File: src/rtl/sha1md_pkg.sv
// Shared types, constants and command struct of the SHA-1 message digest block.
// Used by the controller, the datapath and the top level; depends on nothing else.

package sha1md_pkg;

  // Operation codes carried by an input transfer.
  localparam logic OP_ABSORB = 1'b0;
  localparam logic OP_FINISH = 1'b1;

  // Initial chaining values (H0 to H4).
  localparam logic [31:0] H_INIT [5] = '{
    32'h67452301, 32'hEFCDAB89, 32'h98BADCFE, 32'h10325476, 32'hC3D2E1F0
  };

  // Round constants, one for each group of twenty rounds.
  localparam logic [31:0] K_ROUND [4] = '{
    32'h5A827999, 32'h6ED9EBA1, 32'h8F1BBCDC, 32'hCA62C1D6
  };

  // Padding marker byte appended after the message.
  localparam logic [7:0] PAD_MARK = 8'h80;

  // Round groups select the boolean function and constant.
  localparam logic [1:0] GRP_CHOOSE   = 2'd0;
  localparam logic [1:0] GRP_PARITY_A = 2'd1;
  localparam logic [1:0] GRP_MAJORITY = 2'd2;
  localparam logic [1:0] GRP_PARITY_B = 2'd3;

  // Source of the byte shifted into the block window.
  localparam logic [1:0] SEL_DATA = 2'd0;
  localparam logic [1:0] SEL_MARK = 2'd1;
  localparam logic [1:0] SEL_ZERO = 2'd2;
  localparam logic [1:0] SEL_LEN  = 2'd3;

  // Index of the final digest word.
  localparam logic [2:0] LAST_WORD_IDX = 3'd4;

  // Command group from the controller to the datapath.
  typedef struct packed {
    logic       shift_en;   // shift one byte into the block window
    logic [1:0] byte_sel;   // byte source for the shift
    logic [2:0] len_idx;    // byte of the bit length, most significant first
    logic       count_en;   // count one message byte
    logic       load_en;    // copy chaining words into the working variables
    logic       round_en;   // run one compression round
    logic [1:0] rnd_grp;    // group of the current round
    logic       chain_add;  // fold the working variables into the chain
    logic       restart;    // return chain and byte count to initial values
    logic [2:0] out_idx;    // digest word presented on the output
  } sha1md_cmd_t;

endpackage

File: src/rtl/sha1md_if.sv
// Valid/ready channel interfaces for the message byte input and the digest output.
// Depends on nothing; used by the top level and by whatever surrounds it.

interface sha1md_in_if;
  logic       valid;
  logic       ready;
  logic       op;
  logic [7:0] data_byte;

  modport source (output valid, output op, output data_byte, input ready);
  modport sink (input valid, input op, input data_byte, output ready);
endinterface

interface sha1md_out_if;
  logic        valid;
  logic        ready;
  logic [31:0] digest_word;
  logic [2:0]  word_index;
  logic        last_word;

  modport source (output valid, output digest_word, output word_index,
                  output last_word, input ready);
  modport sink (input valid, input digest_word, input word_index,
                input last_word, output ready);
endinterface

File: src/rtl/sha1_message_digest.sv
// SHA-1 message digest over a byte stream. Each absorb transfer appends one byte; the
// 64th byte of a block starts a compression of 80 rounds (one round per cycle) and a
// fold step, during which the input is not ready, so the throughput of a long message
// is set by the single round unit. A finish transfer pads the block one byte per cycle
// up to its end, runs one or two compressions, then offers the five digest words, H0
// first, the fifth marked last; after the last transfer the block is ready for a new
// message.
// Depends on sha1md_pkg, sha1md_if, sha1md_ctrl and sha1md_dpath.

module sha1_message_digest
  import sha1md_pkg::*;
(
  input  logic          clk,
  input  logic          rst,
  sha1md_in_if.sink     msg_in,
  sha1md_out_if.source  dig_out
);

  sha1md_cmd_t cmd;

  // Sequencing of absorb, padding, rounds and output.
  sha1md_ctrl u_ctrl (
    .clk       (clk),
    .rst       (rst),
    .in_valid  (msg_in.valid),
    .in_op     (msg_in.op),
    .in_ready  (msg_in.ready),
    .out_valid (dig_out.valid),
    .out_ready (dig_out.ready),
    .cmd       (cmd)
  );

  // Window, round unit and chaining state.
  sha1md_dpath u_dpath (
    .clk         (clk),
    .rst         (rst),
    .cmd         (cmd),
    .data_byte   (msg_in.data_byte),
    .digest_word (dig_out.digest_word),
    .word_index  (dig_out.word_index),
    .last_word   (dig_out.last_word)
  );

  // No input transfer while a digest word is offered.
  a_no_in_during_out: assert property (@(posedge clk) disable iff (rst)
    !(msg_in.valid && msg_in.ready && dig_out.valid))
    else $error("input transfer while digest output is valid");

  // A finish transfer always leads into padding or rounds, never straight back to ready.
  a_finish_blocks_input: assert property (@(posedge clk) disable iff (rst)
    (msg_in.valid && msg_in.ready && msg_in.op == OP_FINISH) |=> !msg_in.ready)
    else $error("input ready right after a finish transfer");

  // The output closes after the last digest word is taken.
  a_out_ends: assert property (@(posedge clk) disable iff (rst)
    (dig_out.valid && dig_out.ready && dig_out.last_word) |=> !dig_out.valid)
    else $error("output still valid after the last digest word");

  // Rounds and byte shifts never share a cycle.
  a_round_excl: assert property (@(posedge clk) disable iff (rst)
    !(cmd.round_en && cmd.shift_en))
    else $error("round and byte shift in the same cycle");

endmodule

File: src/rtl/sha1md_ctrl.sv
// Controller of the SHA-1 block: absorb, padding, round sequencing and digest output.
// Depends on sha1md_pkg for the command struct and codes.

module sha1md_ctrl
  import sha1md_pkg::*;
(
  input  logic        clk,
  input  logic        rst,
  input  logic        in_valid,
  input  logic        in_op,
  output logic        in_ready,
  output logic        out_valid,
  input  logic        out_ready,
  output sha1md_cmd_t cmd
);

  localparam logic [2:0] ST_IDLE  = 3'd0;
  localparam logic [2:0] ST_PAD   = 3'd1;
  localparam logic [2:0] ST_ROUND = 3'd2;
  localparam logic [2:0] ST_FOLD  = 3'd3;
  localparam logic [2:0] ST_OUT   = 3'd4;

  localparam logic [5:0] FILL_LAST  = 6'd63;
  localparam logic [5:0] FILL_LEN   = 6'd56;
  localparam logic [6:0] RND_LAST   = 7'd79;
  localparam logic [6:0] RND_GRP_B  = 7'd20;
  localparam logic [6:0] RND_GRP_C  = 7'd40;
  localparam logic [6:0] RND_GRP_D  = 7'd60;

  logic [2:0] state, state_next;
  logic [5:0] fill, fill_next;
  logic [6:0] rnd, rnd_next;
  logic       finishing, finishing_next;
  logic       len_ok, len_ok_next;
  logic [2:0] oidx, oidx_next;

  // Next-state and command decode.
  always_comb begin
    state_next     = state;
    fill_next      = fill;
    rnd_next       = rnd;
    finishing_next = finishing;
    len_ok_next    = len_ok;
    oidx_next      = oidx;
    in_ready       = 1'b0;
    out_valid      = 1'b0;
    cmd            = '0;
    cmd.out_idx    = oidx;
    cmd.len_idx    = fill[2:0];

    if (rnd < RND_GRP_B) begin
      cmd.rnd_grp = GRP_CHOOSE;
    end else if (rnd < RND_GRP_C) begin
      cmd.rnd_grp = GRP_PARITY_A;
    end else if (rnd < RND_GRP_D) begin
      cmd.rnd_grp = GRP_MAJORITY;
    end else begin
      cmd.rnd_grp = GRP_PARITY_B;
    end

    case (state)
      ST_IDLE: begin
        in_ready = 1'b1;
        if (in_valid) begin
          cmd.shift_en = 1'b1;
          fill_next    = fill + 6'd1;
          if (in_op == OP_ABSORB) begin
            cmd.byte_sel = SEL_DATA;
            cmd.count_en = 1'b1;
          end else begin
            // The length fits in this block only if the marker lands before it.
            cmd.byte_sel   = SEL_MARK;
            finishing_next = 1'b1;
            len_ok_next    = (fill < FILL_LEN);
            state_next     = ST_PAD;
          end
          if (fill == FILL_LAST) begin
            cmd.load_en = 1'b1;
            rnd_next    = '0;
            state_next  = ST_ROUND;
          end
        end
      end
      ST_PAD: begin
        cmd.shift_en = 1'b1;
        cmd.byte_sel = (len_ok && fill >= FILL_LEN) ? SEL_LEN : SEL_ZERO;
        fill_next    = fill + 6'd1;
        if (fill == FILL_LAST) begin
          cmd.load_en = 1'b1;
          rnd_next    = '0;
          state_next  = ST_ROUND;
        end
      end
      ST_ROUND: begin
        cmd.round_en = 1'b1;
        rnd_next     = rnd + 7'd1;
        if (rnd == RND_LAST) begin
          state_next = ST_FOLD;
        end
      end
      ST_FOLD: begin
        cmd.chain_add = 1'b1;
        if (!finishing) begin
          state_next = ST_IDLE;
        end else if (len_ok) begin
          oidx_next  = '0;
          state_next = ST_OUT;
        end else begin
          // Marker overflowed into the length area: one more padding block.
          len_ok_next = 1'b1;
          state_next  = ST_PAD;
        end
      end
      ST_OUT: begin
        out_valid = 1'b1;
        if (out_ready) begin
          oidx_next = oidx + 3'd1;
          if (oidx == LAST_WORD_IDX) begin
            cmd.restart    = 1'b1;
            finishing_next = 1'b0;
            oidx_next      = '0;
            state_next     = ST_IDLE;
          end
        end
      end
      default: begin
        state_next = ST_IDLE;
      end
    endcase
  end

  // Control registers.
  always_ff @(posedge clk) begin
    if (rst) begin
      state     <= ST_IDLE;
      fill      <= '0;
      rnd       <= '0;
      finishing <= 1'b0;
      len_ok    <= 1'b0;
      oidx      <= '0;
    end else begin
      state     <= state_next;
      fill      <= fill_next;
      rnd       <= rnd_next;
      finishing <= finishing_next;
      len_ok    <= len_ok_next;
      oidx      <= oidx_next;
    end
  end

endmodule

File: src/rtl/sha1md_dpath.sv
// Datapath of the SHA-1 block: block window with message schedule, round unit,
// chaining words and byte counter. Depends on sha1md_pkg for constants and commands.

module sha1md_dpath
  import sha1md_pkg::*;
(
  input  logic        clk,
  input  logic        rst,
  input  sha1md_cmd_t cmd,
  input  logic [7:0]  data_byte,
  output logic [31:0] digest_word,
  output logic [2:0]  word_index,
  output logic        last_word
);

  logic [31:0] win [16];
  logic [31:0] h [5];
  logic [31:0] a, b, c, d, e;
  logic [60:0] count;

  logic [63:0] len_bits;
  logic [7:0]  byte_in;
  logic [31:0] w_new;
  logic [31:0] f_val;
  logic [31:0] t_val;

  // Byte entering the window.
  assign len_bits = {count, 3'b000};
  always_comb begin
    case (cmd.byte_sel)
      SEL_DATA: byte_in = data_byte;
      SEL_MARK: byte_in = PAD_MARK;
      SEL_LEN:  byte_in = len_bits[{~cmd.len_idx, 3'b000} +: 8];
      default:  byte_in = '0;
    endcase
  end

  // Next schedule word from the sixteen-word window.
  always_comb begin
    logic [31:0] x;
    x     = win[13] ^ win[8] ^ win[2] ^ win[0];
    w_new = {x[30:0], x[31]};
  end

  // Round function and new working word.
  always_comb begin
    case (cmd.rnd_grp)
      GRP_CHOOSE:   f_val = (b & c) | (~b & d);
      GRP_MAJORITY: f_val = (b & c) | (b & d) | (c & d);
      default:      f_val = b ^ c ^ d;
    endcase
    t_val = {a[26:0], a[31:27]} + f_val + e + K_ROUND[cmd.rnd_grp] + win[0];
  end

  // Block window: bytes shift in big-endian, rounds shift out one word each.
  always_ff @(posedge clk) begin
    if (cmd.shift_en) begin
      for (int i = 0; i < 15; i++) begin
        win[i] <= {win[i][23:0], win[i + 1][31:24]};
      end
      win[15] <= {win[15][23:0], byte_in};
    end else if (cmd.round_en) begin
      for (int i = 0; i < 15; i++) begin
        win[i] <= win[i + 1];
      end
      win[15] <= w_new;
    end
  end

  // Working variables.
  always_ff @(posedge clk) begin
    if (cmd.load_en) begin
      a <= h[0];
      b <= h[1];
      c <= h[2];
      d <= h[3];
      e <= h[4];
    end else if (cmd.round_en) begin
      a <= t_val;
      b <= a;
      c <= {b[1:0], b[31:2]};
      d <= c;
      e <= d;
    end
  end

  // Chaining words and message byte count.
  always_ff @(posedge clk) begin
    if (rst || cmd.restart) begin
      h     <= H_INIT;
      count <= '0;
    end else begin
      if (cmd.chain_add) begin
        h[0] <= h[0] + a;
        h[1] <= h[1] + b;
        h[2] <= h[2] + c;
        h[3] <= h[3] + d;
        h[4] <= h[4] + e;
      end
      if (cmd.count_en) begin
        count <= count + 61'd1;
      end
    end
  end

  // Digest word presented on the output.
  assign digest_word = h[cmd.out_idx];
  assign word_index  = cmd.out_idx;
  assign last_word   = (cmd.out_idx == LAST_WORD_IDX);

endmodule

File: src/flat_wrapper.sv
// flat-port wrapper written by rule: the top's interface ports become plain ports
module sha1_message_digest_flat import sha1md_pkg::*;
  (clk, rst, msg_in_valid, msg_in_op, msg_in_data_byte, msg_in_ready, dig_out_valid, dig_out_digest_word, dig_out_word_index, dig_out_last_word, dig_out_ready);
  sha1md_in_if msg_in_i ();
  sha1md_out_if dig_out_i ();
  input  logic clk;
  input  logic rst;
  input wire logic [$bits(msg_in_i.valid)-1:0] msg_in_valid;
  input wire logic [$bits(msg_in_i.op)-1:0] msg_in_op;
  input wire logic [$bits(msg_in_i.data_byte)-1:0] msg_in_data_byte;
  output wire logic [$bits(msg_in_i.ready)-1:0] msg_in_ready;
  output wire logic [$bits(dig_out_i.valid)-1:0] dig_out_valid;
  output wire logic [$bits(dig_out_i.digest_word)-1:0] dig_out_digest_word;
  output wire logic [$bits(dig_out_i.word_index)-1:0] dig_out_word_index;
  output wire logic [$bits(dig_out_i.last_word)-1:0] dig_out_last_word;
  input wire logic [$bits(dig_out_i.ready)-1:0] dig_out_ready;
  assign msg_in_i.valid = msg_in_valid;
  assign msg_in_i.op = msg_in_op;
  assign msg_in_i.data_byte = msg_in_data_byte;
  assign msg_in_ready = msg_in_i.ready;
  assign dig_out_valid = dig_out_i.valid;
  assign dig_out_digest_word = dig_out_i.digest_word;
  assign dig_out_word_index = dig_out_i.word_index;
  assign dig_out_last_word = dig_out_i.last_word;
  assign dig_out_i.ready = dig_out_ready;
  sha1_message_digest u_core (.clk(clk), .rst(rst), .msg_in(msg_in_i), .dig_out(dig_out_i));
endmodule
File: config.mk
export PLATFORM = sky130hd
export DESIGN_NAME = sha1_message_digest_flat
export DESIGN_NICKNAME = d
export VERILOG_FILES = /design/src/rtl/sha1md_pkg.sv /design/src/rtl/sha1md_if.sv /design/src/rtl/sha1_message_digest.sv /design/src/rtl/sha1md_ctrl.sv /design/src/rtl/sha1md_dpath.sv /design/src/flat_wrapper.sv
export SDC_FILE = /design/constraint.sdc
export NUM_CORES = 2
export LEC_CHECK = 0
export BUFFER_PORTS_ARGS = -buffer_cell sky130_fd_sc_hd__buf_2
export CAP_MARGIN = 30
export CORE_MARGIN = 5
export CORE_UTILIZATION = 45
export DETAILED_ROUTE_END_ITERATION = 16
export PLACE_DENSITY_LB_ADDON = 0.1
export SYNTH_ARGS = -nofsm -noshare
export SYNTH_HDL_FRONTEND = slang
export SYNTH_SLANG_ARGS = --single-unit
File: constraint.sdc
create_clock -name clk -period 15.1 [get_ports clk]
set_clock_uncertainty 0.2 [all_clocks]
set_input_delay 2.265 -clock clk [delete_from_list [all_inputs] [get_ports clk]]
set_output_delay 2.265 -clock clk [all_outputs]
set_load 0.01 [all_outputs]
==> results.cfg <==
[status]
status = complete, no violations

[clock_tree]
htreeDepth = 3
clock-sinks = 914
cts_tree = built
root_buffer = clkbuf_16
clk_latency_ns = 0.72
post_cts_resized = 0
holdBufCountCts = 0
clkTransAtPathRegs_ns = 0.06
post_cts_buffers = 0
cts_made_buffers = 104
clock_path_buffers = 3

[timing]
relSlewSlack_pct = 27.2
fmax_ghz = 0.127
maxSlewViolCount = 0
worstMarginPinSlew_ns = 1.09
report.final.hold_viol_count = 0
fin_tns_setup_ns = 0
fin_crit_ns = 7.90
rsz0062_at_grt = false
setup_viol = 0
fin_crit_sh_pct = 52.3
hold_ws_ns = 0.291

[die]
io_pins = 51
dieArea_um2 = 124000
initial_core_util_pct = 45.3
fp.coreArea_um2 = 116000
chipHeight_um = 352
fp.dieW_um = 352
rows = 125

[worst_setup_path]
reg2reg_slack_ns = 7.20
worstPathRequired_ns = 15.33
rr_worst_depth = 28
startpoint_type = flop
cp-startpoint = u_core.u_ctrl.rnd[3]$_SDFFE_PP0P_
critical_path.max_stage_delay_ns = 0.56
arrival_ns = 8.13
cp_max_fo = 69
worst_setup_path_end_kind = flop
critPathSlowestCell = buf_4
endpoint = u_core.u_dpath.a[31]$_DFFE_PP_
path_class = flop to flop
r2r_start = u_core.u_ctrl.rnd[3]$_SDFFE_PP0P_
timing.rr.end = u_core.u_dpath.a[31]$_DFFE_PP_

[power]
swShare_pct = 28.9
p_seq_share_pct = 47.5
irDropWorstVdd_mv = 0.101
pwr-share-comb_pct = 17.5
p_switching_mw = 2.08
p_int_mw = 5.13
pwr-share-clk_pct = 34.9
power.density_nw_per_um2 = 125
leakage_nw = 24.2

[route]
routed_via_density = 5.43
firstDrtPassIters = 6
num_vias = 39500
first_iter_violations = 3322
drc = 0
wl_per_cell_um = 19.9
drtAntennaViolNets = 0
wl_um = 145000

[grt]
grt_max_degree = 214
grt_util_all_layers_pct = 22.8
overflow = 0
grt_pass1_wl_um = 224000
antenna_found_initial = 0
grt_pass1_vias = 37900

[finish]
num_antenna_cells = 0
layout.nets = 6014
area_growth_pct = 9.73
fillers = 11000
drive_gt1_share_pct = 5.66

[synth]
synth-seq-area-share_pct = 47.6
syn_area_um2 = 52600
synth-main-ff-cell = edfxtp_1
syn_inst = 5729
synth_edf_count = 672
yosysWarnings = 0
ys_types = 82
async_reset_ff_share_pct = 0
netlist_top_cells_area = edfxtp_1 38%, nand2_1 14%, dfxtp_1 9.2%, ha_1 4.9%, fa_1 4.8%
syn-num-nets = 6071
synth_common_cells = 1,928 x nand2_1, 672 x edfxtp_1, 381 x inv_1, 365 x o21ai_0, 252 x a21oi_1
synth_seq_cells = 914
netlist.area_leader.share_pct = 38.4
synth.most_common_cell = nand2_1
avgSynthCellArea_um2 = 9.18
yosys.area.top_type = edfxtp_1

[placed_design]
port_buffers = 50
gp_congestion = 0.881
dp_hpwl_um = 101000

[min_path]
hp-class = flop to flop

[run]
maxCapViolCount = 0
## registers in the layout, indices dropped and copies added (netlist names)
name                     cells
u_core.u_dpath.win         512
u_core.u_dpath.h           160
u_core.u_dpath.count        61
u_core.u_dpath.a            32
u_core.u_dpath.b            32
u_core.u_dpath.c            32
u_core.u_dpath.d            32
u_core.u_dpath.e            32
u_core.u_ctrl.rnd            7
u_core.u_ctrl.fill           6
u_core.u_ctrl.oidx           3
u_core.u_ctrl.state          3
u_core.u_ctrl.finishing      1
u_core.u_ctrl.len_ok         1
## layout by cell type (no fill, tap or decap), drive strengths merged, types with 7 or more instances in the layout
| cell type | instances |
|---|---|
| nand2b | 27 |
| and2 | 14 |
| nor2 | 218 |
| ha | 204 |
| a21oi | 252 |
| or3 | 34 |
| o211ai | 57 |
| buf | 97 |
| dfxtp | 242 |
| nand3 | 70 |
| inv | 384 |
| xor2 | 100 |
| clkinv | 39 |
| a211oi | 45 |
| o22ai | 32 |
| clkbuf | 145 |
| and3 | 35 |
| o21ai | 367 |
| o311ai | 7 |
| xnor2 | 199 |
| nand4 | 19 |
| fa | 125 |
| o21bai | 16 |
| nand2 | 1929 |
| o31ai | 14 |
| nor2b | 24 |
| mux4 | 45 |
| a31oi | 24 |
| a21o | 86 |
| edfxtp | 672 |
| mux2i | 43 |
| nor3 | 39 |
| o21a | 48 |
## per-layer routing
layer	global-route usage, %	vias up	wire length, um
met5	0	-	0
met3	2.83	207	6530
met1	31.8	19200	65900
li1	-	19300	-
met2	37.4	854	68300
met4	6.60	0	4310
## metrics by stage
stage / setup slack (ns) / cells / utilization [%] / cell area, um^2 / power (mW)
2_1_floorplan: 0.0848 / 5729 / - / 52600 / 4.45
3_3_place_gp: 7.33 / 7081 / 46.6 / 54200 / 4.73
3_5_place_dp: 7.21 / 7085 / 46.7 / 54200 / 4.75
4_1_cts: 7.18 / 7279 / 49.6 / 57600 / 7.29
5_1_grt: 6.70 / 7284 / 49.7 / 57700 / 7.59
6_report: 7.20 / 7284 / 49.7 / 57700 / 7.22
## logic make-up (layout without fill, tap and decap cells)
logic type,count (synthesis),after routing,synth area share (%)
compound gates,1012,1012,11.6
xor+xnor,299,299,4.98
simple gates,2444,2444,18.8
flops,914,914,47.6
fa+ha+maj,329,329,9.61
buf+inv,641,672,4.60
mux,90,90,2.79
## worst min path at each step
stage / slack, ns / cells past startpoint / end / from
floorplan: 0.25 / 2 / u_core.u_ctrl.fill[5]$_SDFFE_PP0P_ / u_core.u_ctrl.fill[5]$_SDFFE_PP0P_
global placement: 0.26 / 2 / u_core.u_ctrl.fill[5]$_SDFFE_PP0P_ / u_core.u_ctrl.fill[5]$_SDFFE_PP0P_
detailed placement: 0.28 / 2 / u_core.u_dpath.h[117]$_SDFFE_PP0P_ / u_core.u_dpath.h[117]$_SDFFE_PP0P_
CTS: 0.29 / 2 / u_core.u_dpath.h[117]$_SDFFE_PP0P_ / u_core.u_dpath.h[117]$_SDFFE_PP0P_
global route: 0.32 / 2 / u_core.u_ctrl.rnd[1]$_SDFFE_PP0P_ / u_core.u_ctrl.rnd[1]$_SDFFE_PP0P_
finish: 0.29 / 2 / u_core.u_ctrl.fill[5]$_SDFFE_PP0P_ / u_core.u_ctrl.fill[5]$_SDFFE_PP0P_
## worst max-delay path, delay by kind of cell (launching register included)
| family | cells | cell delay, ns |
|---|---|---|
| simple gates | 4 | 0.53 |
| compound gates | 11 | 2.25 |
| buf+inv | 6 | 1.47 |
| fa+ha+maj | 6 | 2.58 |
| xor+xnor | 1 | 0.13 |
| flops | 1 | 0.42 |
## final cells by class
| type | count | area (um^2) | share of cell area, % |
|---|---|---|---|
| clock buffer | 145 | 2870 | 4.97 |
| clock inverter | 49 | 492 | 0.852 |
| inverter | 381 | 1430 | 2.48 |
| multi-input combinational | 4174 | 25200 | 43.7 |
| sequential | 914 | 25000 | 43.4 |
| tap | 1524 | 1910 | 3.30 |
| timing repair buffer | 97 | 771 | 1.34 |
## power groups by stage
| stage | Sequential (mW) | Combinational, mW | Clock [mW] |
|---|---|---|---|
| finish | 3.43 | 1.26 | 2.52 |
| global route | 3.47 | 1.44 | 2.69 |
| CTS | 3.43 | 1.28 | 2.58 |
| detailed placement | 3.48 | 1.27 | 0 |
| global placement | 3.48 | 1.25 | 0 |
| floorplan | 3.48 | 0.975 | 0 |
Power figures use the tool's default switching activity.
